## config.mk

```make
export PLATFORM = sky130hd
export DESIGN_NAME = keypad_scan_repeat_fifo_core
export DESIGN_NICKNAME = d
export VERILOG_FILES = /design/src/rtl/kpsr_pkg.sv /design/src/rtl/kpsr_scan.sv /design/src/rtl/kpsr_queue.sv /design/src/rtl/keypad_scan_repeat_fifo_core.sv
export SDC_FILE = /design/constraint.sdc
export NUM_CORES = 2
export LEC_CHECK = 0
export BUFFER_PORTS_ARGS = -buffer_cell sky130_fd_sc_hd__clkbuf_2
export CORE_UTILIZATION = 55
export CTS_CLUSTER_DIAMETER = 80
export DETAILED_ROUTE_END_ITERATION = 6
export PLACE_DENSITY_LB_ADDON = 0.08
export SYNTH_ARGS = -nofsm -noshare
export SYNTH_HDL_FRONTEND = slang
export SYNTH_SLANG_ARGS = --single-unit
```

## constraint.sdc

```tcl
create_clock -name i_clk -period 11.3 [get_ports i_clk]
set_clock_uncertainty 0.15 [all_clocks]
set_input_delay 1.695 -clock i_clk [delete_from_list [all_inputs] [get_ports i_clk]]
set_output_delay 1.695 -clock i_clk [all_outputs]
set_load 0.005 [all_outputs]
```

## src/rtl/kpsr_pkg.sv

```systemverilog
// kpsr_pkg: shared types and constants of the keypad scanner with key-code queue
// used by kpsr_scan, kpsr_queue and keypad_scan_repeat_fifo_core; no dependencies
`default_nettype none

package kpsr_pkg;

    // default parameter values
    localparam int QUEUE_DEPTH_DEF    = 256;
    localparam int QUEUE_CAPACITY_DEF = 254;
    localparam int TICK_MS_DEF        = 30;

    // field and state widths
    localparam int KEY_W     = 5;
    localparam int CODE_W    = 8;
    localparam int ACC_W     = 17;
    localparam int TMO_W     = 16;
    localparam int RST_CNT_W = 7;
    localparam int VID_CNT_W = 4;
    localparam int CFG_W     = 16;
    localparam int CFG_IDX_W = 1;

    // scan constants
    localparam logic [KEY_W-1:0]     KEYS_IDLE        = 5'h1f;
    localparam logic [RST_CNT_W-1:0] RESET_HOLD_TICKS = 7'd75;
    localparam logic [VID_CNT_W-1:0] VIDEO_HOLD_TICKS = 4'd15;
    localparam logic [CODE_W-1:0]    RESET_CODE       = 8'h10;
    localparam logic [CODE_W-1:0]    VIDEO_CODE       = 8'h20;
    localparam logic [CODE_W-1:0]    EMPTY_CODE       = 8'hff;
    localparam logic [ACC_W-1:0]     ACC_MAX          = 17'h1ffff;

    // command codes
    localparam logic CMD_TICK = 1'b0;
    localparam logic CMD_READ = 1'b1;

    // configuration register indexes
    localparam logic [CFG_IDX_W-1:0] REG_REPEAT_ENABLE  = 1'b0;
    localparam logic [CFG_IDX_W-1:0] REG_REPEAT_TIMEOUT = 1'b1;

    typedef struct packed {
        logic             command;
        logic [KEY_W-1:0] key_lines;
        logic             reset_button;
        logic             video_detect;
    } t_in_word;

    typedef struct packed {
        logic [CODE_W-1:0] key_code;
        logic              queue_was_empty;
    } t_out_word;

    // codes raised by one scan tick, in queue order key, reset, video
    typedef struct packed {
        logic              key_v;
        logic [CODE_W-1:0] key_code;
        logic              rst_v;
        logic              vid_v;
    } t_scan_codes;

endpackage

`default_nettype wire

```

## src/rtl/kpsr_scan.sv

```systemverilog
// kpsr_scan: per-tick key, auto-repeat, reset-button and video-detect logic
// depends on kpsr_pkg
`default_nettype none

module kpsr_scan #(
    parameter int TICK_MS = kpsr_pkg::TICK_MS_DEF
) (
    input  wire logic                          i_clk,
    input  wire logic                          i_rst_n,
    input  wire logic                          i_tick,
    input  wire logic [kpsr_pkg::KEY_W-1:0]    i_key_lines,
    input  wire logic                          i_reset_button,
    input  wire logic                          i_video_detect,
    input  wire logic                          i_repeat_enable,
    input  wire logic [kpsr_pkg::TMO_W-1:0]    i_repeat_timeout,
    output kpsr_pkg::t_scan_codes              o_codes
);

    localparam int ACC_W = kpsr_pkg::ACC_W;
    localparam logic [ACC_W:0] ACC_INC = (ACC_W+1)'(2 * TICK_MS);

    logic [kpsr_pkg::KEY_W-1:0]     r_prev_keys, n_prev_keys;
    logic [ACC_W-1:0]               r_acc, n_acc;
    logic [kpsr_pkg::RST_CNT_W-1:0] r_rst_cnt, n_rst_cnt;
    logic [kpsr_pkg::VID_CNT_W-1:0] r_vid_cnt, n_vid_cnt;

    logic                           pressed;
    logic [ACC_W-1:0]               acc_upd;
    logic [ACC_W:0]                 acc_sum;
    logic [ACC_W-1:0]               tmo_ext;
    logic [kpsr_pkg::RST_CNT_W-1:0] rst_cnt_upd;
    logic [kpsr_pkg::VID_CNT_W-1:0] vid_cnt_upd;

    always_comb begin
        pressed = (i_key_lines != kpsr_pkg::KEYS_IDLE);
        tmo_ext = ACC_W'(i_repeat_timeout);
        acc_sum = {1'b0, r_acc} + ACC_INC;

        // hold counters
        rst_cnt_upd = i_reset_button ? '0 : r_rst_cnt + 1'b1;
        vid_cnt_upd = i_video_detect ? '0 : r_vid_cnt + 1'b1;

        // new pattern arms an immediate enqueue, held pattern accumulates
        n_prev_keys = r_prev_keys;
        acc_upd     = r_acc;
        if (i_key_lines != r_prev_keys) begin
            n_prev_keys = i_key_lines;
            acc_upd     = tmo_ext + 1'b1;
        end else if (i_repeat_enable && pressed) begin
            acc_upd = (acc_sum > {1'b0, kpsr_pkg::ACC_MAX}) ? kpsr_pkg::ACC_MAX
                                                             : acc_sum[ACC_W-1:0];
        end

        o_codes.key_v = pressed && (acc_upd > tmo_ext);
        // inverted pattern less 16 when bit 4 is set: just the low four bits
        o_codes.key_code = {4'b0000, ~i_key_lines[3:0]};
        o_codes.rst_v = (rst_cnt_upd >= kpsr_pkg::RESET_HOLD_TICKS);
        o_codes.vid_v = (vid_cnt_upd >= kpsr_pkg::VIDEO_HOLD_TICKS);

        n_acc     = o_codes.key_v ? '0 : acc_upd;
        n_rst_cnt = o_codes.rst_v ? '0 : rst_cnt_upd;
        n_vid_cnt = o_codes.vid_v ? '0 : vid_cnt_upd;
    end

    always_ff @(posedge i_clk) begin
        if (!i_rst_n) begin
            r_prev_keys <= '0;
            r_acc       <= '0;
            r_rst_cnt   <= '0;
            r_vid_cnt   <= '0;
        end else if (i_tick) begin
            r_prev_keys <= n_prev_keys;
            r_acc       <= n_acc;
            r_rst_cnt   <= n_rst_cnt;
            r_vid_cnt   <= n_vid_cnt;
        end
    end

`ifndef SYNTHESIS
    a_rst_cnt_below: assert property (@(posedge i_clk) disable iff (!i_rst_n)
        r_rst_cnt < kpsr_pkg::RESET_HOLD_TICKS)
        else $error("reset hold count reached threshold without clearing");
    a_vid_cnt_below: assert property (@(posedge i_clk) disable iff (!i_rst_n)
        r_vid_cnt < kpsr_pkg::VIDEO_HOLD_TICKS)
        else $error("video hold count reached threshold without clearing");
    a_key_fire_clears: assert property (@(posedge i_clk) disable iff (!i_rst_n)
        (i_tick && o_codes.key_v) |=> (r_acc == '0))
        else $error("accumulator not cleared after key enqueue");
`endif

endmodule

`default_nettype wire

```

## src/rtl/kpsr_queue.sv

```systemverilog
// kpsr_queue: ring buffer of key codes, drops the oldest code when full
// one write or one read per cycle, registered read data; depends on kpsr_pkg
`default_nettype none

module kpsr_queue #(
    parameter int QUEUE_DEPTH    = kpsr_pkg::QUEUE_DEPTH_DEF,
    parameter int QUEUE_CAPACITY = kpsr_pkg::QUEUE_CAPACITY_DEF
) (
    input  wire logic                          i_clk,
    input  wire logic                          i_rst_n,
    input  wire logic                          i_wr_en,
    input  wire logic [kpsr_pkg::CODE_W-1:0]   i_wr_code,
    input  wire logic                          i_rd_en,
    output kpsr_pkg::t_out_word                o_rd_word
);

    localparam int EFF_CAP = (QUEUE_CAPACITY > QUEUE_DEPTH) ? QUEUE_DEPTH :
                             ((QUEUE_CAPACITY == 0) ? 1 : QUEUE_CAPACITY);
    localparam int AW = $clog2(QUEUE_DEPTH);
    localparam int CW = $clog2(EFF_CAP + 1);

    logic [kpsr_pkg::CODE_W-1:0] r_mem [QUEUE_DEPTH];
    logic [kpsr_pkg::CODE_W-1:0] r_rd_code;
    logic                        r_rd_empty;
    logic [AW-1:0]               r_head, n_head;
    logic [CW-1:0]               r_count, n_count;

    logic [AW:0]   tail_sum;
    logic [AW-1:0] wr_addr;
    logic [AW-1:0] head_inc;
    logic          full;
    logic          empty;

    always_comb begin
        // tail = head + count, wrapped once; same slot whether or not the oldest is dropped
        tail_sum = {1'b0, r_head} + (AW+1)'(r_count);
        wr_addr  = (tail_sum >= (AW+1)'(QUEUE_DEPTH))
                   ? AW'(tail_sum - (AW+1)'(QUEUE_DEPTH)) : tail_sum[AW-1:0];
        head_inc = (r_head == AW'(QUEUE_DEPTH - 1)) ? '0 : r_head + 1'b1;
        full     = (r_count >= CW'(EFF_CAP));
        empty    = (r_count == '0);

        n_head  = r_head;
        n_count = r_count;
        if (i_wr_en) begin
            if (full) begin
                n_head = head_inc;
            end else begin
                n_count = r_count + 1'b1;
            end
        end else if (i_rd_en && !empty) begin
            n_head  = head_inc;
            n_count = r_count - 1'b1;
        end
    end

    always_ff @(posedge i_clk) begin
        if (!i_rst_n) begin
            r_head  <= '0;
            r_count <= '0;
        end else begin
            r_head  <= n_head;
            r_count <= n_count;
        end
    end

    always_ff @(posedge i_clk) begin
        if (i_wr_en) begin
            r_mem[wr_addr] <= i_wr_code;
        end
        if (i_rd_en) begin
            r_rd_code  <= r_mem[r_head];
            r_rd_empty <= empty;
        end
    end

    assign o_rd_word.key_code        = r_rd_empty ? kpsr_pkg::EMPTY_CODE : r_rd_code;
    assign o_rd_word.queue_was_empty = r_rd_empty;

`ifndef SYNTHESIS
    a_count_cap: assert property (@(posedge i_clk) disable iff (!i_rst_n)
        r_count <= CW'(EFF_CAP))
        else $error("queue count above capacity");
    a_head_range: assert property (@(posedge i_clk) disable iff (!i_rst_n)
        r_head <= AW'(QUEUE_DEPTH - 1))
        else $error("queue head outside ring");
    a_one_port_op: assert property (@(posedge i_clk) disable iff (!i_rst_n)
        !(i_wr_en && i_rd_en))
        else $error("write and read in the same cycle");
`endif

endmodule

`default_nettype wire

```

## src/rtl/keypad_scan_repeat_fifo_core.sv

```systemverilog
// keypad_scan_repeat_fifo_core: top level of the keypad scanner with auto-repeat
// and key-code queue; depends on kpsr_pkg, kpsr_scan and kpsr_queue
//
//  channel | signals                                  | moves
//  --------+------------------------------------------+------------------------------
//  in      | i_in_valid / o_in_ready / i_in_word      | scan tick or read command
//  out     | o_out_valid / i_out_ready / o_out_word   | one word per read command
//  cfg     | i_cfg_we / i_cfg_idx / i_cfg_data        | register write, no wait
//
//  a scan tick is evaluated in the cycle it is accepted; its up to three codes go to a
//  small pending list that drains into the ring memory at one write per cycle (memory port)
//  the next word is taken while the last pending code of a tick is written
//  a read waits for pending writes and a free output register; its word appears the next cycle
//  the output register holds a finished word while another input word is taken
//  reset (synchronous, active low) empties the queue and clears scan state; no clearing pass
`default_nettype none

module keypad_scan_repeat_fifo_core #(
    parameter int QUEUE_DEPTH    = kpsr_pkg::QUEUE_DEPTH_DEF,
    parameter int QUEUE_CAPACITY = kpsr_pkg::QUEUE_CAPACITY_DEF,
    parameter int TICK_MS        = kpsr_pkg::TICK_MS_DEF
) (
    input  wire logic                            i_clk,
    input  wire logic                            i_rst_n,
    // input channel
    input  wire logic                            i_in_valid,
    output logic                                 o_in_ready,
    input  wire kpsr_pkg::t_in_word              i_in_word,
    // output channel
    output logic                                 o_out_valid,
    input  wire logic                            i_out_ready,
    output kpsr_pkg::t_out_word                  o_out_word,
    // configuration
    input  wire logic                            i_cfg_we,
    input  wire logic [kpsr_pkg::CFG_IDX_W-1:0]  i_cfg_idx,
    input  wire logic [kpsr_pkg::CFG_W-1:0]      i_cfg_data
);

    // configuration registers
    logic                         r_repeat_en;
    logic [kpsr_pkg::TMO_W-1:0]   r_repeat_tmo;

    // pending codes from the last tick, oldest in slot 0
    logic [kpsr_pkg::CODE_W-1:0]  r_pend [3];
    logic [kpsr_pkg::CODE_W-1:0]  n_pend [3];
    logic [1:0]                   r_pend_cnt, n_pend_cnt;

    // read waiting for the memory port, and output word valid
    logic                         r_rd_req, n_rd_req;
    logic                         r_out_v, n_out_v;

    kpsr_pkg::t_scan_codes        scan_codes;
    logic                         in_acc;
    logic                         tick_acc;
    logic                         read_acc;
    logic                         out_acc;
    logic                         rd_issue;
    logic                         wr_en;
    logic [1:0]                   new_idx;

    // ---------------------------------------------------------------------
    // configuration writes: the timeout only takes while repeat is on
    // ---------------------------------------------------------------------
    always_ff @(posedge i_clk) begin
        if (!i_rst_n) begin
            r_repeat_en  <= 1'b0;
            r_repeat_tmo <= '0;
        end else if (i_cfg_we) begin
            unique case (i_cfg_idx)
                kpsr_pkg::REG_REPEAT_ENABLE: begin
                    r_repeat_en <= i_cfg_data[0];
                end
                kpsr_pkg::REG_REPEAT_TIMEOUT: begin
                    if (r_repeat_en) begin
                        r_repeat_tmo <= i_cfg_data[kpsr_pkg::TMO_W-1:0];
                    end
                end
                default: begin
                end
            endcase
        end
    end

    // ---------------------------------------------------------------------
    // handshake and ordering
    // ---------------------------------------------------------------------
    always_comb begin
        // pending writes go first, so a read sees every earlier tick's codes
        wr_en    = (r_pend_cnt != 2'd0);
        rd_issue = r_rd_req && !wr_en && (!r_out_v || i_out_ready);

        // take a word once the pending list empties this cycle and no read is stuck
        o_in_ready = ((r_pend_cnt <= 2'd1) && !r_rd_req) || rd_issue;
        in_acc     = i_in_valid && o_in_ready;
        tick_acc   = in_acc && (i_in_word.command == kpsr_pkg::CMD_TICK);
        read_acc   = in_acc && (i_in_word.command == kpsr_pkg::CMD_READ);
        out_acc    = r_out_v && i_out_ready;

        n_rd_req = read_acc ? 1'b1 : (rd_issue ? 1'b0 : r_rd_req);
        n_out_v  = rd_issue ? 1'b1 : (out_acc ? 1'b0 : r_out_v);

        // a tick is only accepted when the list is empty after this cycle
        n_pend[0]  = r_pend[1];
        n_pend[1]  = r_pend[2];
        n_pend[2]  = r_pend[2];
        n_pend_cnt = wr_en ? r_pend_cnt - 2'd1 : r_pend_cnt;
        new_idx    = 2'd0;
        if (tick_acc) begin
            if (scan_codes.key_v) begin
                n_pend[new_idx] = scan_codes.key_code;
                new_idx         = new_idx + 2'd1;
            end
            if (scan_codes.rst_v) begin
                n_pend[new_idx] = kpsr_pkg::RESET_CODE;
                new_idx         = new_idx + 2'd1;
            end
            if (scan_codes.vid_v) begin
                n_pend[new_idx] = kpsr_pkg::VIDEO_CODE;
                new_idx         = new_idx + 2'd1;
            end
            n_pend_cnt = new_idx;
        end
    end

    always_ff @(posedge i_clk) begin
        if (!i_rst_n) begin
            r_pend_cnt <= '0;
            r_rd_req   <= 1'b0;
            r_out_v    <= 1'b0;
        end else begin
            r_pend_cnt <= n_pend_cnt;
            r_rd_req   <= n_rd_req;
            r_out_v    <= n_out_v;
        end
    end

    // code payload, no reset
    always_ff @(posedge i_clk) begin
        r_pend[0] <= n_pend[0];
        r_pend[1] <= n_pend[1];
        r_pend[2] <= n_pend[2];
    end

    // ---------------------------------------------------------------------
    // scan logic and queue
    // ---------------------------------------------------------------------
    kpsr_scan #(
        .TICK_MS (TICK_MS)
    ) u_scan (
        .i_clk            (i_clk),
        .i_rst_n          (i_rst_n),
        .i_tick           (tick_acc),
        .i_key_lines      (i_in_word.key_lines),
        .i_reset_button   (i_in_word.reset_button),
        .i_video_detect   (i_in_word.video_detect),
        .i_repeat_enable  (r_repeat_en),
        .i_repeat_timeout (r_repeat_tmo),
        .o_codes          (scan_codes)
    );

    kpsr_queue #(
        .QUEUE_DEPTH    (QUEUE_DEPTH),
        .QUEUE_CAPACITY (QUEUE_CAPACITY)
    ) u_queue (
        .i_clk     (i_clk),
        .i_rst_n   (i_rst_n),
        .i_wr_en   (wr_en),
        .i_wr_code (r_pend[0]),
        .i_rd_en   (rd_issue),
        .o_rd_word (o_out_word)
    );

    assign o_out_valid = r_out_v;

`ifndef SYNTHESIS
    a_stuck_read_blocks: assert property (@(posedge i_clk) disable iff (!i_rst_n)
        (r_rd_req && !rd_issue) |-> !o_in_ready)
        else $error("word accepted ahead of a waiting read");
    a_issue_has_slot: assert property (@(posedge i_clk) disable iff (!i_rst_n)
        rd_issue |-> (!r_out_v || i_out_ready))
        else $error("read issued over an untaken output word");
    a_issue_gives_word: assert property (@(posedge i_clk) disable iff (!i_rst_n)
        rd_issue |=> r_out_v)
        else $error("issued read produced no output word");
    a_tick_list_empty: assert property (@(posedge i_clk) disable iff (!i_rst_n)
        tick_acc |-> (r_pend_cnt <= 2'd1))
        else $error("tick accepted with codes still pending");
`endif

endmodule

`default_nettype wire
```

==> key figures <==
STA
  • Slew HR: 0.0549
  • Setup TNS: 0 ps
  • Tightest Pin Transition: 1420 ps
  • Final setup margin: 5910 ps
  • Final period util: 0.477
  • Min cycle time layout: 5390 ps
  • Setup-failing EPs final: 0
  • Max frequency: 186 MHz
  • Fin. max-slew vios: 0
  • Hold Fails Final Rpt: 0
  • Unrepaired setup endpoints after global routing: false

Synthesis
  • #FFs+latches synth: 2151
  • Top post-synthesis cells by area: edfxtp_1, mux4_2, dfxtp_1, mux2i_1, nor2_1
  • Synth warn: 0
  • Seq/Total Area, Yosys: 0.746
  • Synth top area share: 0.726
  • XOR/XNOR Fraction of Synth Area: 0.00523
  • EDFF count, synth: 2065
  • Simple logic cell fraction of the synthesized area: 0.0383
  • Syn Inst Count: 4427
  • Post-synthesis mux area share: 0.144
  • Synth Area in Adders: 0.00603
  • Compound-Gate Fraction of Synth Area: 0.0417
  • Cell area after synthesis: 0.0854 mm²
  • Largest family of logic cells by synthesized area: multiplexers
  • Ys async rst share: 0
  • Top_reg_cell synth: edfxtp_1
  • Avg Cell Area, Syn: 19.3 µm²
  • Post-synth top cells: edfxtp_1, mux4_2, nor2_1
  • Top-count cell post-synth: edfxtp_1
  • Post-synth top area cell: edfxtp_1
  • Syn nets: 4497
  • Post-synth cell types: 83

CTS
  • H-tree depth: 4
  • TritonCTS clock tree: done
  • CTS resizes: 0
  • CTS root buf: clkbuf_16
  • Clock Latency Late Sink: 860 ps
  • Clk buf depth: 3
  • Clock Pin Slew Worst Setup and Hold Paths: 70 ps
  • Total CTS buffers: 212
  • CTS Hold Bufs: 0
  • Clock sinks: 2151
  • Setup bufs post-CTS: 0

Layout
  • Proportion of layout cells with a drive suffix above 1: 0.202
  • Final nets: 4600
  • Area Growth Syn to Fin: 10.5%

Detailed routing
  • Vias/cell: 6.57
  • Initial DRT Pass Iterations: 6
  • Vias: 44352
  • Final wirelength: 226000 µm
  • DR iter-0 viols: 5985
  • Post-DRT Antenna Nets: 0
  • WL per Instance: 33.5 µm
  • DR DRC count: 0

Critical path
  • Critical Path Fanout Max: 89
  • CP Launch Type: flip-flop
  • CP required: 11730 ps
  • Critical Path AT: 5820 ps
  • Setup crit end kind: flip-flop
  • Kind of critical path: reg2reg
  • Worst R2R Path Depth: 9

Power and ir drop
  • Seq pwr share: 0.506
  • VDD IR max: 177 µV
  • NetSw: 4.60 mW
  • Clock power share: 0.374
  • Cell area power density: 196 mW/mm²
  • Combinational share of power: 0.120
  • Leak Pwr: 28.2 nW
  • Switching share of power: 0.249
  • P_int: 13.9 mW

Floorplan
  • Full die area: 0.157 mm²
  • Core area: 0.154 mm²
  • Die width: 396 µm
  • Initial core utilization: 0.555
  • Die Y: 396 µm
  • Io pins: 41
  • # rows: 144

Placement
  • Pre-CTS WS: 5420 ps
  • Detailed Place HPWL: 136000 µm
  • Placer Congestion: 0.898
  • Input/output buffers: 40

Global route
  • Vias in the first global route: 43567
  • GR Util All Layers: 0.292
  • GRT overflow: 0
  • Largest net degree at the start of global routing: 213
  • Initial antenna violation count: 8
  • Global-route wire length before repair: 323000 µm

Worst hold path
  • Hold Crit Class: reg2reg
  • Worst hold stages: 1

Status
  • Status: complete, no violations

Run
  • Number of max-cap violations: 0
per-layer routing:
layer	track usage	routed length, µm	vias to the layer above
met3	0.0598	22000	334
met2	0.444	105000	2244
met4	0.0827	6300	0
met1	0.432	92200	23441
li1	-	-	18333
met5	0	0	-
per-stage QoR:
stage | instance area [µm²] | util | total power [mW] | std cells | hold slack, ps
floorplan | 85400 | - | 11.1 | 4427 | 270
global placement | 87600 | 0.569 | 11.7 | 6360 | 285
detailed placement | 87600 | 0.569 | 11.7 | 6360 | 293
CTS | 94400 | 0.613 | 18.5 | 6746 | 300
global route | 94400 | 0.613 | 19.0 | 6746 | 319
finish | 94400 | 0.613 | 18.5 | 6748 | 298
final cells by class:
cell class	instances	area, µm²
Sequential cell	2151	63800
Tap cell	2044	2560
Clock buffer	259	5560
Multi-Input combinational cell	1981	20100
Antenna cell	2	5.00
Fill cell	10909	59700
Clock inverter	127	1190
Inverter	51	193
Timing Repair Buffer	133	998
cells by family (layout without fill, tap and decap cells):
logic type | Yosys count | after routing
AND/OR/NAND/NOR | 741 | 741
AO/OA/AOI/OAI | 508 | 508
flip-flops | 2151 | 2151
XOR/XNOR | 51 | 51
multiplexers | 641 | 641
adder cells (fa/ha/maj) | 40 | 40
other | 0 | 2
buffers and inverters | 295 | 570
worst max-delay path: stages, from the launching register on:
cell and delay, ps:
dfxtp_4 550, buf_4 510, buf_4 680, buf_12 580, mux4_2 600, a22o_1 260
a2111oi_1 930, o41ai_1 400, nand3b_1 180, o211ai_1 90
cells in the final DEF (no fill, tap or decap), types with 40 or more instances in the layout:
| cell | Yosys | final |
|---|---|---|
| clkinv_1 | 1 | 60 |
| dfxtp_1 | 86 | 71 |
| clkbuf_2 | 0 | 40 |
| buf_4 | 25 | 85 |
| nor2_1 | 353 | 352 |
| clkbuf_16 | 0 | 214 |
| a21oi_1 | 105 | 105 |
| a22oi_1 | 73 | 73 |
| nand2_1 | 173 | 173 |
| mux2i_1 | 162 | 162 |
| nand3_1 | 53 | 53 |
| o22ai_1 | 50 | 50 |
| clkbuf_1 | 93 | 41 |
| inv_1 | 49 | 49 |
| edfxtp_1 | 2065 | 2065 |
| mux4_2 | 466 | 466 |
power by group through the flow:
stage                     sequential [mW]  clock (mW)  combinational [mW]
after floorplan                      9.66           0                1.41
after global placement               9.50           0                2.20
after detailed placement             9.51           0                2.23
after CTS                            9.34        6.97                2.23
after global routing                 9.35        7.26                2.37
final                                9.34        6.90                2.22
path summary, 6_finish.rpt:
path | from | to | slack [ps]
min | r_pend[0][15] | r_pend[0][7] | 300
min reg2reg | r_pend[0][15] | r_pend[0][7] | 300
max reg2reg | u_queue.r_head[0] | u_queue.r_rd_code[5] | 5910
max | u_queue.r_head[0] | u_queue.r_rd_code[5] | 5910
flip-flops by register name (all words and copies together) (netlist names), 7 cells and up:
| name | flops |
|---|---|
| r_pend | 24 |
| r_repeat_tmo | 16 |
| u_queue.r_count | 8 |
| u_queue.r_head | 8 |
| u_queue.r_mem | 2048 |
| u_queue.r_rd_code | 8 |
| u_scan.r_acc | 17 |
| u_scan.r_rst_cnt | 7 |
Note: power is estimated with default switching activity, not from simulation.
